===== src/rtl/core/pli_pkg.sv =====
// Package for the Phong light intensity block.
// Types, register codes, reset values and pipeline depths shared by all rtl/core files.
// No dependencies.
package pli_pkg;

  // pipeline geometry
  localparam int unsigned SPEC_EXP_DEF = 30;
  localparam int unsigned SQRT_STEPS   = 31;   // one root bit per stage
  localparam int unsigned DIV_STEPS    = 31;   // one quotient bit per stage
  // shift/abs, squares, sum, root, divide, sign restore
  localparam int unsigned NORM_LAT     = SQRT_STEPS + DIV_STEPS + 4;
  localparam int unsigned Q_DEPTH      = 4;
  localparam int unsigned CFG_AW       = 5;

  // register indexes (byte address = 4 * index)
  localparam logic [2:0] REG_AMBIENT = 3'd0;
  localparam logic [2:0] REG_DIFFUSE = 3'd1;
  localparam logic [2:0] REG_LIGHT_X = 3'd2;
  localparam logic [2:0] REG_LIGHT_Y = 3'd3;
  localparam logic [2:0] REG_LIGHT_Z = 3'd4;
  localparam logic [2:0] REG_EYE_X   = 3'd5;
  localparam logic [2:0] REG_EYE_Y   = 3'd6;
  localparam logic [2:0] REG_EYE_Z   = 3'd7;

  localparam logic [16:0] ONE_Q16 = 17'd65536;

  localparam logic [16:0]        AMBIENT_RST = 17'd13107;
  localparam logic [16:0]        DIFFUSE_RST = 17'd32768;
  localparam logic signed [31:0] LIGHT_X_RST = 32'sd6553600;
  localparam logic signed [31:0] LIGHT_Y_RST = 32'sd6553600;
  localparam logic signed [31:0] LIGHT_Z_RST = -32'sd3276800;
  localparam logic signed [31:0] EYE_X_RST   = 32'sd0;
  localparam logic signed [31:0] EYE_Y_RST   = 32'sd0;
  localparam logic signed [31:0] EYE_Z_RST   = 32'sd0;

  typedef logic [2:0][32:0] vec33_t;   // raw vector, Q17.16, two's complement
  typedef logic [2:0][31:0] vec32_t;   // unit vector, Q2.30, two's complement

  typedef struct packed {
    logic signed [31:0] point_x;
    logic signed [31:0] point_y;
    logic signed [31:0] point_z;
    logic signed [31:0] normal_x;
    logic signed [31:0] normal_y;
    logic signed [31:0] normal_z;
  } in_item_t;

  typedef struct packed {
    logic [16:0] intensity;
    logic        degenerate;
  } out_item_t;

  typedef struct packed {
    logic signed [31:0] light_x;
    logic signed [31:0] light_y;
    logic signed [31:0] light_z;
    logic signed [31:0] eye_x;
    logic signed [31:0] eye_y;
    logic signed [31:0] eye_z;
  } scene_t;

  typedef struct packed {
    vec33_t n_vec;
    vec33_t e_vec;
    vec33_t l_vec;
    logic   degenerate;
  } q_item_t;

endpackage


===== src/rtl/core/pli_fifo.sv =====
// Short queue between front and back end.
// Uses pli_pkg (Q_DEPTH, q_item_t).
module pli_fifo (
  input  logic             clk,
  input  logic             rst_n,
  input  logic             push,
  input  pli_pkg::q_item_t din,
  output logic             full,
  input  logic             pop,
  output pli_pkg::q_item_t dout,
  output logic             not_empty
);

  localparam int unsigned AW = $clog2(pli_pkg::Q_DEPTH);

  pli_pkg::q_item_t mem_r [pli_pkg::Q_DEPTH];
  logic [AW-1:0]    wr_ptr_r, rd_ptr_r;
  logic [AW:0]      count_r, count_nxt;
  logic             do_push, do_pop;

  assign full      = (count_r == (AW+1)'(pli_pkg::Q_DEPTH));
  assign not_empty = (count_r != '0);
  assign do_push   = push && !full;
  assign do_pop    = pop && not_empty;
  assign dout      = mem_r[rd_ptr_r];

  always_comb begin
    count_nxt = count_r;
    if (do_push && !do_pop) begin
      count_nxt = count_r + 1'b1;
    end else if (do_pop && !do_push) begin
      count_nxt = count_r - 1'b1;
    end
  end

  always_ff @(posedge clk) begin
    if (!rst_n) begin
      wr_ptr_r <= '0;
      rd_ptr_r <= '0;
      count_r  <= '0;
    end else begin
      count_r <= count_nxt;
      if (do_push) begin
        wr_ptr_r <= wr_ptr_r + 1'b1;
      end
      if (do_pop) begin
        rd_ptr_r <= rd_ptr_r + 1'b1;
      end
    end
  end

  always_ff @(posedge clk) begin
    if (do_push) begin
      mem_r[wr_ptr_r] <= din;
    end
  end

endmodule


===== config.mk =====
export PLATFORM = sky130hd
export DESIGN_NAME = pli_fifo
export DESIGN_NICKNAME = d
export VERILOG_FILES = /design/src/rtl/core/pli_pkg.sv /design/src/rtl/core/pli_fifo.sv
export SDC_FILE = /design/constraint.sdc
export NUM_CORES = 1
export LEC_CHECK = 0
export BUFFER_PORTS_ARGS = -buffer_cell sky130_fd_sc_hd__buf_2
export CAP_MARGIN = 0
export CORE_MARGIN = 2
export CORE_UTILIZATION = 55
export CTS_BUF_LIST = sky130_fd_sc_hd__clkbuf_4 sky130_fd_sc_hd__clkbuf_8
export DETAILED_ROUTE_END_ITERATION = 8
export PLACE_DENSITY_LB_ADDON = 0.08
export RECOVER_POWER = 50
export SLEW_MARGIN = 30
export SYNTH_ARGS = -nofsm -noshare
export SYNTH_HDL_FRONTEND = slang
export SYNTH_SLANG_ARGS = --single-unit

===== constraint.sdc =====
create_clock -name clk -period 12.5 [get_ports clk]
set_input_delay 2.5 -clock clk [delete_from_list [all_inputs] [get_ports clk]]
set_output_delay 2.5 -clock clk [all_outputs]
set_load 0.05 [all_outputs]

**After elaboration in Yosys (flattened, before gate mapping)**

Memories as Yosys holds them, arrays and structs flattened. A register that Yosys moved wholly into a read port is not among the register bits.
Index checks and enable logic that the tools add are counted.

- Register bits after elaboration: 7
- Bits in writable memories: 1192
- Memories: 1

Memory list:

| memory | words | bits a word | rd ports | clocked after memory_dff | wr ports | RTL line | RTL |
|---|---|---|---|---|---|---|---|
| mem_r | 4 | 298 | 1 | 1 | 1 | pli_fifo.sv:16 | `pli_pkg::q_item_t mem_r [pli_pkg::Q_DEPTH];` |

- Add/sub/neg operators: 4
- Equality and inequality tests: 1
- Multiplexer cells: 6
- Reduce and logical (&&, ||, !) cells: 9

Operators by type and width:

| kind | number |
|---|---|
| two-way mux 3 bit | 2 |
| adder 2 x 1 -> 2 bit, second input constant | 2 |
| logical AND 1 bit | 4 |
| two-way mux 2 bit | 2 |
| adder 3 x 1 -> 3 bit, second input constant | 1 |
| equality test 3 bit, second input constant | 1 |
| logical NOT 1 bit | 3 |
| nonzero test 3 bit | 1 |
| subtractor 3 x 1 -> 3 bit, second input constant | 1 |
| two-way mux 1 bit | 2 |
| nonzero test 2 bit | 1 |

**Depth between registers and ports, before layout**

- Word-level depth: 7
- Depth in mapped cells: 9

**Least setup slack after synthesis**

Ideal clock, no wire load.

- Kind: in2reg
- From: input port push
- To: memory mem_r[0][0] (netlist bit) (enable)
- Arrival time: 9.646 ns
- Required time: 11.802 ns
- Path slack: 2.157 ns
- Stages: 3
- Path buffers: 1
- Cells stage by stage: nor2b_1 clkbuf_1 and2_1

- Longest elaborated chain between the ends: 3

Ends and longest elaborated chain:

| what | RTL line | RTL |
|---|---|---|
| start: declaration | pli_fifo.sv:6 | `input logic push,` |
| logical AND 1 bit | pli_fifo.sv:23 | `assign do_push = push && !full;` |
| net do_push | pli_fifo.sv:19 | `logic do_push, do_pop;` |
| two-way mux 1 bit | pli_fifo.sv:53 | `if (do_push) begin` |
| two-way mux 1 bit (not written as such) | pli_fifo.sv:54 | `mem_r[wr_ptr_r] <= din;` |
| end: declaration | pli_fifo.sv:16 |  |

The timed path passes the listed nets, and every way through them passes these cells.

**Worst setup path after layout**

- From: input port push
- To: memory mem_r[0][59] (netlist bit) (enable)

- Longest elaborated chain between the ends: 3

Ends and longest elaborated chain:

| what | RTL line |
|---|---|
| logical AND 1 bit | pli_fifo.sv:23 |
| two-way mux 1 bit | pli_fifo.sv:53 |
| two-way mux 1 bit (not written as such) | pli_fifo.sv:54 |

No other way between the ends.

==> flow_summary.yaml <==
setup_path:
  critical_path_buf_inv_count: 3
  cp.arrival_ns: 8.65
  path_cells: "buf_2, nor2b_1, and2_0, clkbuf_1, buf_16"
  timing.rr.end: "mem_r[0][59]"
  regToRegStartpoint: "count_r[0]"
  crit_required_ns: 12.92
  endpoint_kind: "flip-flop"
  start_kind: "input pin"
  path_class: "input pin to flip-flop"
  critPathTopFamily: "buffers and inverters"
  cp_max_fo: 86
  reg2regPathDepth: 5
  crit_cells: 5
  r2r_setup_slack_ns: 5.49
  slowest_delay_ns: 4.13
  cp_slowest_cell: "clkbuf_1"
pwr:
  switching_power_mw: 4.33
  vdd_drop_max_mv: 0.161
  seqPwrFrac: 0.419
  internal_power_mw: 7.66
  power_density_nw_per_um2: 235
  comb_power_share: 0.324
  p_leak_nw: 16.3
  p_sw_frac: 0.361
  clock_power_share: 0.257
sta:
  postLayoutSetupSlackWorst_ns: 4.27
  fmax_ghz: 0.122
  final.period_utilization: 0.658
  rsz0062_at_grt: "no"
  drv_slew: 260
  fin_skew_ns: 0.0260
  finalCriticalPeriod_ns: 8.23
  max_slew.worst_pin.slew_ns: 5.86
  tns_ns: 0
  hold_violations: 0
  relSlewSlack: -2.90
  finalSetupViolCount: 0
place:
  preCtsSetupSlack_ns: 6.61
  port_buffers: 601
  place_congestion: 0.812
  dp_hpwl_um: 57000
floorplan:
  initial_utilization: 0.553
  coreArea_sq_um: 78600
  dieArea_sq_um: 81300
  rows: 103
  ios: 602
  die_height_um: 285
  die_x_um: 285
drt:
  finalWirelength_um: 91900
  drcViolationCount: 0
  first_pass_iters: 7
  ant_nets: 0
  num_vias: 19800
  wire_per_inst_um: 25.8
  drtIter0Drc: 1314
  via_per_inst: 5.55
clock_network:
  clock_path_buffers: 3
  holdBufCountCts: 0
  cts_resized: 0
  cts_setup_buffers: 0
  cts_tree: "built"
  root_buffer: "clkbuf_8"
  cts.clk_slew.worst_paths_ns: 0.06
  cts_sinks: 1201
  htreeDepth: 4
  clk_latency_ns: 0.79
  cts_buffers: 186
global_routing:
  track_usage: 0.228
  overflow: 0
  grt_pass1_vias: 21300
  grt_pass1_wl_um: 136000
  grt_max_degree: 153
  antenna_found_initial: 22
cells_and_area:
  final_cell_mix: "edfxtp_1 (1,192), buf_2 (303), clkbuf_1 (300)"
  drive_above_1_share: 0.365
  final_common_cell: "edfxtp_1"
  syn_to_final_growth_pct: 17.2
  nFillCells: 5472
  final_core_util: 0.648
  regArea_sq_um: 36000
  multi_input_area_sq_um: 6990
  fin_nets: 2660
worst_hold_path:
  min_to: "wr_ptr_r[0]"
  hp-start: "wr_ptr_r[0]"
  holdPathStages: 2
  hold_path_class: "flip-flop to flip-flop"
run:
  drv_cap: 4
logic_synthesis:
  yosysWarnings: 0
  syn_area_per_cell_sq_um: 27.1
  syn-cell-area_sq_um: 43500
  synth_nets: 1912
  syn_inst: 1604
  ys_seq_area_frac: 0.828
  synth-seq-cells: 1201
  yosysUniqueCellTypes: 21
status:
  failed_checks: "max-capacitance violations, max-slew violations"
  outcome: "finished, violations left"
-- state kept, by name, indices dropped and copies added, names as in the netlist, named ones only --
signal and count:
count_r 3, mem_r 1192, rd_ptr_r 2, wr_ptr_r 2
-- layer usage --
| metal | wire length, um | vias to the layer above | part of all wire | global-route usage |
|---|---|---|---|---|
| met5 | 92 | - | 0.0010 | 0 |
| met4 | 2270 | 14 | 0.025 | 0.0870 |
| met3 | 6910 | 149 | 0.075 | 0.0732 |
| met2 | 49100 | 657 | 0.53 | 0.384 |
| met1 | 33500 | 10400 | 0.36 | 0.277 |
| li1 | - | 8554 | - | - |
-- stage by stage --
| step | hold slack (ns) | power [mW] | cell area, sq um | std cells |
|---|---|---|---|---|
| final | 0.505 | 12.0 | 51000 | 3565 |
| after global routing | 0.529 | 12.4 | 50900 | 3560 |
| after CTS | 0.507 | 12.1 | 51300 | 3549 |
| after detailed placement | 0.498 | 9.05 | 47700 | 3213 |
| after global placement | 0.478 | 9.00 | 47500 | 3205 |
| after floorplan | 0.468 | 8.21 | 43500 | 1604 |
-- power groups by stage --
stage          combinational, mW  sequential, mW  clock [mW]
2_1_floorplan               3.05            5.16           0
3_3_place_gp                3.89            5.11           0
3_5_place_dp                3.96            5.09           0
4_1_cts                     3.97            5.01        3.17
5_1_grt                     4.05            5.06        3.34
6_report                    3.89            5.02        3.08
-- tightest hold or removal path: cells and delay by family (launching register included) --
family,cells,cell delay (ns)
flip-flops,1,0.34
multiplexers,1,0.05
AND/OR/NAND/NOR,1,0.06
-- how the worst max path moves through the flow --
| stage | start | to | slack [ns] |
|---|---|---|---|
| final | push | mem_r[0][59] | 4.27 |
| after global routing | push | mem_r[1][221] | 3.73 |
| after CTS | flip-flop | dout[292] | 5.86 |
| after detailed placement | push | mem_r[3][280] | 6.61 |
| after global placement | flip-flop | dout[284] | 6.07 |
| after floorplan | push | mem_r[0][0] | 2.16 |
-- cell type report --
class,count,share of cell area
antenna,15,0.000737
clock buffer,256,0.0608
clock inverter,80,0.00899
inverter,3,0.000221
multi-input combinational,332,0.137
sequential,1201,0.706
tap,1050,0.0258
timing repair buffer,628,0.0602
-- cell families (layout without fill, tap and decap cells) --
group                      count (synthesis)  after routing  share of synthesized area
buffers and inverters                     71            967                     0.0115
other                                      0             15                          0
xor gates and xnor gates                   4              4                   0.000806
adders and majority gates                  6              6                    0.00190
AOI/OAI and AO/OA                          4              4                   0.000662
muxes                                    301            301                      0.155
DFF                                     1201           1201                      0.828
and+or+nand+nor                           17             17                    0.00225
-- Yosys cell counts, drive strengths merged --
cell type  instances  share of area
a21boi             1        0.00017
and2               8         0.0012
buf               57          0.010
clkbuf            11        0.00095
dfxtp              9         0.0041
edfxtp          1192           0.82
fa                 1        0.00046
ha                 5         0.0014
inv                3        0.00026
mux2i              3        0.00069
mux4             298           0.15
nand2              4        0.00035
nor2b              2        0.00029
nor3b              1        0.00017
o21ai              1        0.00012
o311ai             1        0.00020
o31ai              1        0.00017
or3                2        0.00029
xnor2              3        0.00060
xor2               1        0.00020
Power figures use the tool's default switching activity.
