[src/rtl/core/pli_pkg.sv]
// Package for the Phong light intensity block.
// Types, register codes, reset values and pipeline depths shared by all rtl/core files.
// No dependencies.
package pli_pkg;

  // pipeline geometry
  localparam int unsigned SPEC_EXP_DEF = 30;
  localparam int unsigned SQRT_STEPS   = 31;   // one root bit per stage
  localparam int unsigned DIV_STEPS    = 31;   // one quotient bit per stage
  // shift/abs, squares, sum, root, divide, sign restore
  localparam int unsigned NORM_LAT     = SQRT_STEPS + DIV_STEPS + 4;
  localparam int unsigned Q_DEPTH      = 4;
  localparam int unsigned CFG_AW       = 5;

  // register indexes (byte address = 4 * index)
  localparam logic [2:0] REG_AMBIENT = 3'd0;
  localparam logic [2:0] REG_DIFFUSE = 3'd1;
  localparam logic [2:0] REG_LIGHT_X = 3'd2;
  localparam logic [2:0] REG_LIGHT_Y = 3'd3;
  localparam logic [2:0] REG_LIGHT_Z = 3'd4;
  localparam logic [2:0] REG_EYE_X   = 3'd5;
  localparam logic [2:0] REG_EYE_Y   = 3'd6;
  localparam logic [2:0] REG_EYE_Z   = 3'd7;

  localparam logic [16:0] ONE_Q16 = 17'd65536;

  localparam logic [16:0]        AMBIENT_RST = 17'd13107;
  localparam logic [16:0]        DIFFUSE_RST = 17'd32768;
  localparam logic signed [31:0] LIGHT_X_RST = 32'sd6553600;
  localparam logic signed [31:0] LIGHT_Y_RST = 32'sd6553600;
  localparam logic signed [31:0] LIGHT_Z_RST = -32'sd3276800;
  localparam logic signed [31:0] EYE_X_RST   = 32'sd0;
  localparam logic signed [31:0] EYE_Y_RST   = 32'sd0;
  localparam logic signed [31:0] EYE_Z_RST   = 32'sd0;

  typedef logic [2:0][32:0] vec33_t;   // raw vector, Q17.16, two's complement
  typedef logic [2:0][31:0] vec32_t;   // unit vector, Q2.30, two's complement

  typedef struct packed {
    logic signed [31:0] point_x;
    logic signed [31:0] point_y;
    logic signed [31:0] point_z;
    logic signed [31:0] normal_x;
    logic signed [31:0] normal_y;
    logic signed [31:0] normal_z;
  } in_item_t;

  typedef struct packed {
    logic [16:0] intensity;
    logic        degenerate;
  } out_item_t;

  typedef struct packed {
    logic signed [31:0] light_x;
    logic signed [31:0] light_y;
    logic signed [31:0] light_z;
    logic signed [31:0] eye_x;
    logic signed [31:0] eye_y;
    logic signed [31:0] eye_z;
  } scene_t;

  typedef struct packed {
    vec33_t n_vec;
    vec33_t e_vec;
    vec33_t l_vec;
    logic   degenerate;
  } q_item_t;

endpackage

[src/rtl/core/pli_front.sv]
// Front end: accepts items, forms normal, eye and light vectors, flags zero vectors.
// Uses pli_pkg; feeds pli_fifo.
module pli_front (
  input  logic              clk,
  input  logic              rst_n,
  input  logic              in_valid,
  output logic              in_stall,
  input  pli_pkg::in_item_t in_data,
  input  pli_pkg::scene_t   scene,
  output logic              q_push,
  output pli_pkg::q_item_t  q_item,
  input  logic              q_full
);

  logic              fr_valid_r, fr_valid_nxt;
  pli_pkg::q_item_t  fr_item_r, fr_item_nxt;
  logic              load;

  assign in_stall = fr_valid_r && q_full;
  assign q_push   = fr_valid_r && !q_full;
  assign load     = in_valid && !in_stall;
  assign q_item   = fr_item_r;

  always_comb begin
    fr_item_nxt.n_vec[0] = 33'(in_data.normal_x);
    fr_item_nxt.n_vec[1] = 33'(in_data.normal_y);
    fr_item_nxt.n_vec[2] = 33'(in_data.normal_z);
    fr_item_nxt.e_vec[0] = 33'(scene.eye_x) - 33'(in_data.point_x);
    fr_item_nxt.e_vec[1] = 33'(scene.eye_y) - 33'(in_data.point_y);
    fr_item_nxt.e_vec[2] = 33'(scene.eye_z) - 33'(in_data.point_z);
    fr_item_nxt.l_vec[0] = 33'(scene.light_x) - 33'(in_data.point_x);
    fr_item_nxt.l_vec[1] = 33'(scene.light_y) - 33'(in_data.point_y);
    fr_item_nxt.l_vec[2] = 33'(scene.light_z) - 33'(in_data.point_z);
    // any zero-length vector sends the item down the ambient-only path
    fr_item_nxt.degenerate = (fr_item_nxt.n_vec == '0) || (fr_item_nxt.e_vec == '0) ||
                             (fr_item_nxt.l_vec == '0);
    if (load) begin
      fr_valid_nxt = 1'b1;
    end else if (q_push) begin
      fr_valid_nxt = 1'b0;
    end else begin
      fr_valid_nxt = fr_valid_r;
    end
  end

  always_ff @(posedge clk) begin
    if (!rst_n) begin
      fr_valid_r <= 1'b0;
    end else begin
      fr_valid_r <= fr_valid_nxt;
    end
  end

  always_ff @(posedge clk) begin
    if (load) begin
      fr_item_r <= fr_item_nxt;
    end
  end

endmodule

[config.mk]
export PLATFORM = sky130hd
export DESIGN_NAME = pli_front
export DESIGN_NICKNAME = d
export VERILOG_FILES = /design/src/rtl/core/pli_pkg.sv /design/src/rtl/core/pli_front.sv
export SDC_FILE = /design/constraint.sdc
export NUM_CORES = 1
export LEC_CHECK = 0
export ABC_CLOCK_PERIOD_IN_PS = 40100
export BUFFER_PORTS_ARGS = -buffer_cell sky130_fd_sc_hd__buf_2
export CAP_MARGIN = 30
export CORE_AREA = 2 2 268 270
export DETAILED_ROUTE_END_ITERATION = 7
export DIE_AREA = 0 0 270 272
export PLACE_DENSITY_LB_ADDON = 0.15
export SLEW_MARGIN = 20
export SYNTH_ARGS = -nofsm -noshare
export SYNTH_HDL_FRONTEND = slang
export SYNTH_SLANG_ARGS = --single-unit
[constraint.sdc]
create_clock -name clk -period 40.1 [get_ports clk]
set_clock_uncertainty 0.05 [all_clocks]
set_input_delay 0 -clock clk [delete_from_list [all_inputs] [get_ports clk]]
set_output_delay 0 -clock clk [all_outputs]
set_load 0.02 [all_outputs]
Word level (Yosys, flattened, before mapping)
Index checks and enable logic that the tools add are counted.
{"block": "word_totals", "output_inout_bits": 300, "in_bits": 388, "ff_bits": 296, "wordCells": 30}
{"block": "op_classes", "n_reduce_logical": 11, "n_mux": 2, "add_sub_neg": 6}
{"op": "99-bit zero test", "n": 3}
{"op": "32-bit by 32-bit subtractor with 33-bit output", "n": 6}
{"op": "1-bit logical AND", "n": 3}
{"op": "1-bit zero test", "n": 2}
{"op": "1-bit logical OR", "n": 2}
{"op": "1-bit 2-to-1 mux", "n": 2}
{"op": "2-bit nonzero test", "n": 1}

Depth between registers and ports, before layout
Gate-level depths: netlist of the first run.
{"block": "depth", "word_depth": 4, "ltp_mapped": 15, "mapped_depth_nobuf": 15}

Worst setup path before layout of the first run
OpenSTA, ideal clock, no wires.
{"block": "synth_timing", "kind": "register -> register", "start": "register fr_valid_r", "end": "register fr_item_r, in the netlist q_item[0] (enable)", "t_arrival_ns": 13.381, "required_ns": 39.065, "setup_slack_ns": 25.684, "setup_time_ns": 0.985, "stages_incl_launch_ff": 3, "path_cell_list": "dfxtp_1 > and2_1 > nor2b_1"}
{"block": "synth_between", "elab_chain_len": 3}
{"element": "start: declaration", "line": "pli_front.sv:15", "rtl": "logic fr_valid_r, fr_valid_nxt;"}
{"element": "start signal: assignment", "line": "pli_front.sv:50", "rtl": "fr_valid_r <= fr_valid_nxt;"}
{"element": "1-bit logical AND", "line": "pli_front.sv:19", "rtl": "assign in_stall = fr_valid_r && q_full;"}
{"element": "via in_stall", "line": "pli_front.sv:7", "rtl": "output logic in_stall,"}
{"element": "1-bit zero test", "line": "pli_front.sv:21", "rtl": "assign load = in_valid && !in_stall;"}
{"element": "1-bit logical AND", "line": "pli_front.sv:21"}
{"element": "end signal: assignment", "line": "pli_front.sv:56", "rtl": "fr_item_r <= fr_item_nxt;"}
{"element": "end: declaration", "line": "pli_front.sv:16", "rtl": "pli_pkg::q_item_t fr_item_r, fr_item_nxt;"}
The timed path passes the listed nets, and every way through them passes these cells.
A chain may end at the register's enable or synchronous reset.

==> results.ini, run 1 <==
[sta]
post-route-period-util=0.1250
whs_ps=20.19
finalSetupViolCount=0
max_freq_mhz=199.6
report.final.slew_viol_count=0
fin_tns_setup_ps=0
finalHoldViolations=0
slew_headroom=0.3084
rsz0062_at_grt=no
period_needed_ps=5011
tightestPinTransition_ps=1037

[global_route]
grt_pass1_vias=19797
grt_max_degree=173
antenna_found_initial=31
grt_pass1_wl_mm=133.6
grt_overflow_total=0
track_usage=0.2471

[final_layout]
final_util=0.3934
final_nets=3457
layout-drive-gt1-share=0.2685
areaGrowthSynthToFinish_pct=36.46
layout_common_cells=buf_2 (687), edfxtp_1 (295), ha_1 (192)
finalNonFillerCells=3859
stdcell_area_mm2=0.02783
final_common_cell=buf_2
fillers=7177

[clocking]
cts_root_buf=clkbuf_16
clock-sinks=296
cts_tree=yes
worstSkewPairLatency_ps=570
cts_setup_buffers=0
cts_buffers=39
clock_path_buffers=3
h-tree-depth=2
clk_pin_slew_ps=50

[logic_synthesis]
syn_area_per_cell_um2=10.03
async_flop_share=0
yosysWarnings=0
syn-instance-count=2033
syn_area_mm2=0.02039
ys_seq_area_frac=0.4353
synth-edff-count=295
yosysTopAreaCell=edfxtp_1
synth_area_leaders=edfxtp_1 (43%), ha_1 (12%), a21oi_1 (4.0%)
synth_seq_cells=296
synth_top_area_frac=0.4344
synth_nets=2619
ys.flop_type=edfxtp_1
yosysUniqueCellTypes=85

[die]
die_y_um=272
core-area_mm2=0.07075
die_area_mm2=0.07344
die_w_um=270
initial_core_util=0.2883
num_rows=98
io_pins=688

[worst_setup_path]
r2r_cells=5
r2r-start=fr_valid_r$_SDFFE_PN0P_
r2r_slack_ps=37380
endpoint_kind=flop
cp-start-kind=input port
path_class=input port to flop
worstReg2RegEnd=q_item[144]$_DFFE_PP_
cp_max_fo=3
critPathRequiredTime_ps=40470
arrival_ps=5390

[run_status]
status=finished clean

[detailed_routing]
wire_per_inst_um=24.55
first_pass_iters=6
ant_nets=0
drc=0
vias_per_cell=5.141
wl_mm=94.73
num_vias=19838
first_iter_violations=1377

[power]
power_density_mw_per_mm2=41.22
ir_worst_vdd_v=0.00002662
leakagePower_uw=0.01222

[place]
placed_area_mm2=0.02484
gp_congestion=0.9318
placed_cells=3622
portBuffers=687
dp_hpwl_mm=79.43

[min_path]
hold_path_class=input port to flop
min_from=scene[8]
hold_end=q_item[174]$_DFFE_PP_
hold_depth=3

[job]
maxCapViolCount=0

-- power by group --
group          switching, uW  leakage (uW)  internal (uW)
clock network            148      0.000669            235
registers               10.9       0.00286            388
logic                    241       0.00869            126
-- metrics by stage --
step	power, uW	setup slack [ps]
floorplan	617.7	25680
global placement	760.2	35120
detailed placement	760.1	35130
CTS	1163	35160
global route	1201	34840
finish	1147	35090
-- logic make-up (layout without fill, tap and decap cells) --
group | after synthesis | after routing | synth area share
other | 0 | 8 | 0
multiplexers | 3 | 3 | 0.001472
XOR/XNOR | 152 | 152 | 0.06528
adder cells (fa/ha/maj) | 198 | 198 | 0.1237
AO/OA/AOI/OAI | 573 | 573 | 0.1820
flip-flops | 296 | 296 | 0.4353
AND/OR/NAND/NOR | 602 | 602 | 0.1520
buffers and inverters | 209 | 1077 | 0.04018
-- cells in the mapped netlist (9+ instances only) --
cell type / n
nor2_1: 141
nand4_1: 38
nand2_1: 150
and3_1: 15
ha_1: 192
and2_1: 13
or3_1: 11
a31oi_1: 30
nor3_1: 35
inv_1: 158
o21a_1: 27
xor2_1: 65
nor4_1: 47
a21oi_1: 164
o21bai_1: 17
o211ai_1: 27
o31ai_1: 10
o21ai_0: 108
edfxtp_1: 295
nand3_1: 38
or4_1: 11
a211oi_1: 20
nand2b_1: 23
a21o_1: 66
xnor2_1: 87
clkbuf_1: 39
nand4b_1: 9
nor2b_1: 26
-- how the worst max path moves through the flow --
| stage | start | endpoint | slack, ps | depth (start not counted) |
|---|---|---|---|---|
| floorplan | fr_valid_r$_SDFFE_PN0P_ | q_item[0]$_DFFE_PP_ | 25680 | 2 |
| global placement | in_data[128] | q_item[0]$_DFFE_PP_ | 35120 | 15 |
| detailed placement | in_data[128] | q_item[0]$_DFFE_PP_ | 35130 | 15 |
| CTS | in_data[128] | q_item[0]$_DFFE_PP_ | 35160 | 16 |
| global route | in_data[128] | q_item[0]$_DFFE_PP_ | 34840 | 16 |
| finish | in_data[128] | q_item[0]$_DFFE_PP_ | 35090 | 16 |
-- worst max-delay path: stages --
cell           delay (ps)
dlygate4sd3_1         520
buf_2                 130
ha_1                  210
fa_1                  410
nand2b_1              180
a211oi_1              360
nor3b_1               150
o21ai_0               290
xor2_1                140
or4_1                 510
nor4_1                650
nor4b_1               570
nand4b_1              140
or4_1                 420
or4b_1                580
nand2_1               100
-- sequential cells by signal, summed over array words and instances (netlist names) --
register	count
q_item	295
fr_valid_r	1
-- cell type report --
class                           count  area, um^2  share of cell area
Clock inverter                     26       351.6             0.01263
Clock buffer                       45        1020             0.03664
Antenna cell                        8       20.02           0.0007193
Inverter                          158       593.1             0.02131
Timing Repair Buffer              848        5075              0.1823
Sequential cell                   296        8879              0.3190
Multi-Input combinational cell   1528       10700              0.3846
Tap cell                          950        1189             0.04271
-- layer usage --
layer / global-route usage / share of wire / routed length (um) / up-vias
li1: - / - / - / 9352
met1: 0.2756 / 0.38 / 35630 / 9473
met3: 0.06612 / 0.076 / 7172 / 172
met4: 0.08465 / 0.037 / 3460 / 36
met2: 0.4524 / 0.51 / 48260 / 805
met5: 0 / 0.0023 / 217 / -
-- what timing repair did --
item                                   in CTS  in global routing
hold buffers                              156                  0
endpoints found under the hold margin     154                  0
gates resized for setup                     0                  0
Note: power is estimated with default switching activity, not from simulation.
==> inputs of run 2 (changes only) <==
--- a/config.mk
+++ b/config.mk
@@ -5,7 +5,8 @@
 export SDC_FILE = /design/constraint.sdc
 export NUM_CORES = 1
 export LEC_CHECK = 0
-export ABC_CLOCK_PERIOD_IN_PS = 40100
+export ABC_AREA = 1
+export ABC_CLOCK_PERIOD_IN_PS = 5100
 export BUFFER_PORTS_ARGS = -buffer_cell sky130_fd_sc_hd__buf_2
 export CAP_MARGIN = 30
 export CORE_AREA = 2 2 268 270
==> constraint.sdc (replaced) <==
create_clock -name clk -period 5.1 [get_ports clk]
set_clock_uncertainty 0.05 [all_clocks]
set_input_delay 0 -clock clk [delete_from_list [all_inputs] [get_ports clk]]
set_output_delay 0 -clock clk [all_outputs]
set_load 0.02 [all_outputs]
==> run 2 against run 1 <==
Synthesized area increased by 25%. Hold slack got worse by 2.9 ps. Register-to-register slack got worse by 34000 ps. Power increased to 7.7 times the previous value. Count of clock-buffer cells in the layout increased by 4. Routed wire length increased by 6.5%. Global-route usage increased by 1.9 points. Critical path type unchanged. Largest power group is now combinational cells.
==> results.ini, run 2 <==
[final_layout]
layout-drive-gt1-share=0.1664  ; -0.1021
layout_common_cells=nand2_1 (1,477), inv_1 (911), buf_2 (687)
final_nets=5373  ; +55%
areaGrowthSynthToFinish_pct=30.70
largest_register_ffs=295  ; unchanged
final_common_cell=nand2_1
finalNonFillerCells=5765  ; +49%

[power]
ir_worst_vdd_v=0.0002059  ; +670%
leakagePower_uw=0.01861  ; +52%
power_density_mw_per_mm2=265.2  ; +540%
fin_total_pwr_uw=8808  ; +670%

[worst_setup_path]
cp-start-kind=input port
r2r_slack_ps=3090  ; -34,290 ps
arrival_ps=3590  ; -1800 ps
cp_max_fo=3  ; unchanged
path_class=input port to flop
endpoint_kind=flop
r2r_cells=4  ; -1
critPathRequiredTime_ps=5480  ; -34,990 ps

[sta]
finalHoldViolations=0  ; unchanged
report.final.slew_viol_count=0  ; unchanged
rsz0062_at_grt=no
tightestPinTransition_ps=763.0  ; -274.4 ps
post-route-period-util=0.6290
slew_headroom=0.4914  ; +0.1829
period_needed_ps=3208
max_freq_mhz=311.7
finalSetupViolCount=0  ; unchanged

[global_route]
track_usage=0.2662  ; +0.01905
antenna_found_initial=4  ; -87%
grt_max_degree=109  ; -37%
grt_pass1_vias=25622  ; +29%
grt_overflow_total=0  ; unchanged
grt_pass1_wl_mm=149.7  ; +12%

[detailed_routing]
first_pass_iters=8  ; +2
vias_per_cell=4.658  ; -9.4%
ant_nets=0  ; unchanged
drc=0  ; unchanged
wire_per_inst_um=17.51  ; -29%
num_vias=26852  ; +35%
wl_mm=100.9  ; +6.5%
first_iter_violations=1669  ; +21%

[die]
io_pins=688  ; unchanged
core-area_mm2=0.07075  ; unchanged
initial_core_util=0.3592  ; +0.07099
die_w_um=270  ; unchanged
die_y_um=272  ; unchanged
num_rows=98  ; unchanged
die_area_mm2=0.07344  ; unchanged

[clocking]
worstSkewPairLatency_ps=570  ; about the same
cts_root_buf=clkbuf_16
clock-sinks=296  ; unchanged
clk_pin_slew_ps=60  ; about the same
h-tree-depth=2  ; unchanged
cts_setup_buffers=0  ; unchanged
cts_tree=yes
clock_path_buffers=3  ; unchanged
cts_buffers=37  ; -5.1%
cts_resized=0  ; unchanged

[logic_synthesis]
syn-instance-count=3864  ; +90%
synth_top_area_frac=0.3485  ; -0.08583
async_flop_share=0  ; unchanged
synth_nets=4450  ; +70%
ys.flop_type=edfxtp_1
yosysWarnings=0  ; unchanged
synth-edff-count=295  ; unchanged
yosys.cell_count.top_type=nand2_1
syn_area_mm2=0.02542  ; +25%
ys_seq_area_frac=0.3493  ; -0.08602
netlist_top_cells_count=nand2_1 (1,478), inv_1 (912), nor2_1 (328)
synth_seq_cells=296  ; unchanged
synth_area_leaders=edfxtp_1 (35%), nand2_1 (22%), inv_1 (13%)
yosysTopAreaCell=edfxtp_1
yosysUniqueCellTypes=38  ; -55%
syn_area_per_cell_um2=6.578  ; -34%

[min_path]
hold_depth=4  ; +1
hold_path_class=input port to flop

[run_status]
status=finished clean

[place]
dp_hpwl_mm=85.69  ; +7.9%
placed_cells=5501  ; +52%
portBuffers=687  ; unchanged
gp_congestion=0.9696  ; +4.1%

[job]
maxCapViolCount=0  ; unchanged

run 2: where the power goes:
part	internal (uW)	leakage, uW	switching [uW]
Sequential	3010	0.00287	79.4
Combinational	1030	0.0152	2090
Clock	1470	0.000571	1130
run 2: repair_timing:
item / in CTS / in global routing
hold endpoints to repair: 200 / 0
setup endpoints to repair: 0 / 0
hold buffers: 197 / 0
run 2: routing by layer:
layer	vias to the layer above	GRT usage	wire, um
met2	886	0.4485	46440
met4	6	0.06564	2590
met5	-	0	41
met1	12057	0.3514	44840
li1	13774	-	-
met3	129	0.05052	7022
run 2: logic make-up after synthesis:
| logic type | Yosys count | share of synthesized area |
|---|---|---|
| fa+ha+maj | 198 | 0.09924 |
| simple gates | 2209 | 0.3575 |
| buf+inv | 919 | 0.1365 |
| xor+xnor | 49 | 0.01688 |
| compound gates | 193 | 0.04056 |
| flops | 296 | 0.3493 |
run 2: final cells by class:
cell class / instances / area, um^2
Clock buffer: 49 / 980.9
Timing Repair Buffer: 888 / 5465
Clock inverter: 16 / 182.7
Antenna cell: 2 / 5.005
Sequential cell: 296 / 8880
Multi-Input combinational cell: 2649 / 13080
Tap cell: 950 / 1189
Inverter: 915 / 3437
Fill cell: 7464 / 37530
run 2: through the flow:
step           setup TNS [ps]    util  hold slack, ps  worst slack (ps)  area, um^2
5_1_grt                     0  0.4695           35.62              1622       33210
6_report                    0  0.4695           17.25              1892       33220
4_1_cts                     0  0.4695           1.349              1897       33210
3_3_place_gp                0  0.4251           142.1              1882       30080
2_1_floorplan          -50440       -           29.79            -171.0       25430
3_5_place_dp                0  0.4251           144.0              1848       30080
run 2: critical path: stages:
cell and delay [ps]:
dlygate4sd3_1 530, buf_2 130, ha_1 230, fa_1 430, inv_1 120, nand2_1 60, nand3_1 100, nand2_1 100
nand2_1 160, nand2_1 110, nand3_1 90, nand2_1 90, nor2_1 160, nand2_1 70, nor2_1 220, nand3_1 300
nor2_1 460, nand2_1 130, nand3_2 70
run 2: path summary, 6_finish.rpt:
kind | start | endpoint
max | in_data[160] | q_item[0]$_DFFE_PP_
min | scene[144] | q_item[50]$_DFFE_PP_
max reg2reg | fr_valid_r$_SDFFE_PN0P_ | q_item[289]$_DFFE_PP_
min reg2reg | fr_valid_r$_SDFFE_PN0P_ | q_item[239]$_DFFE_PP_
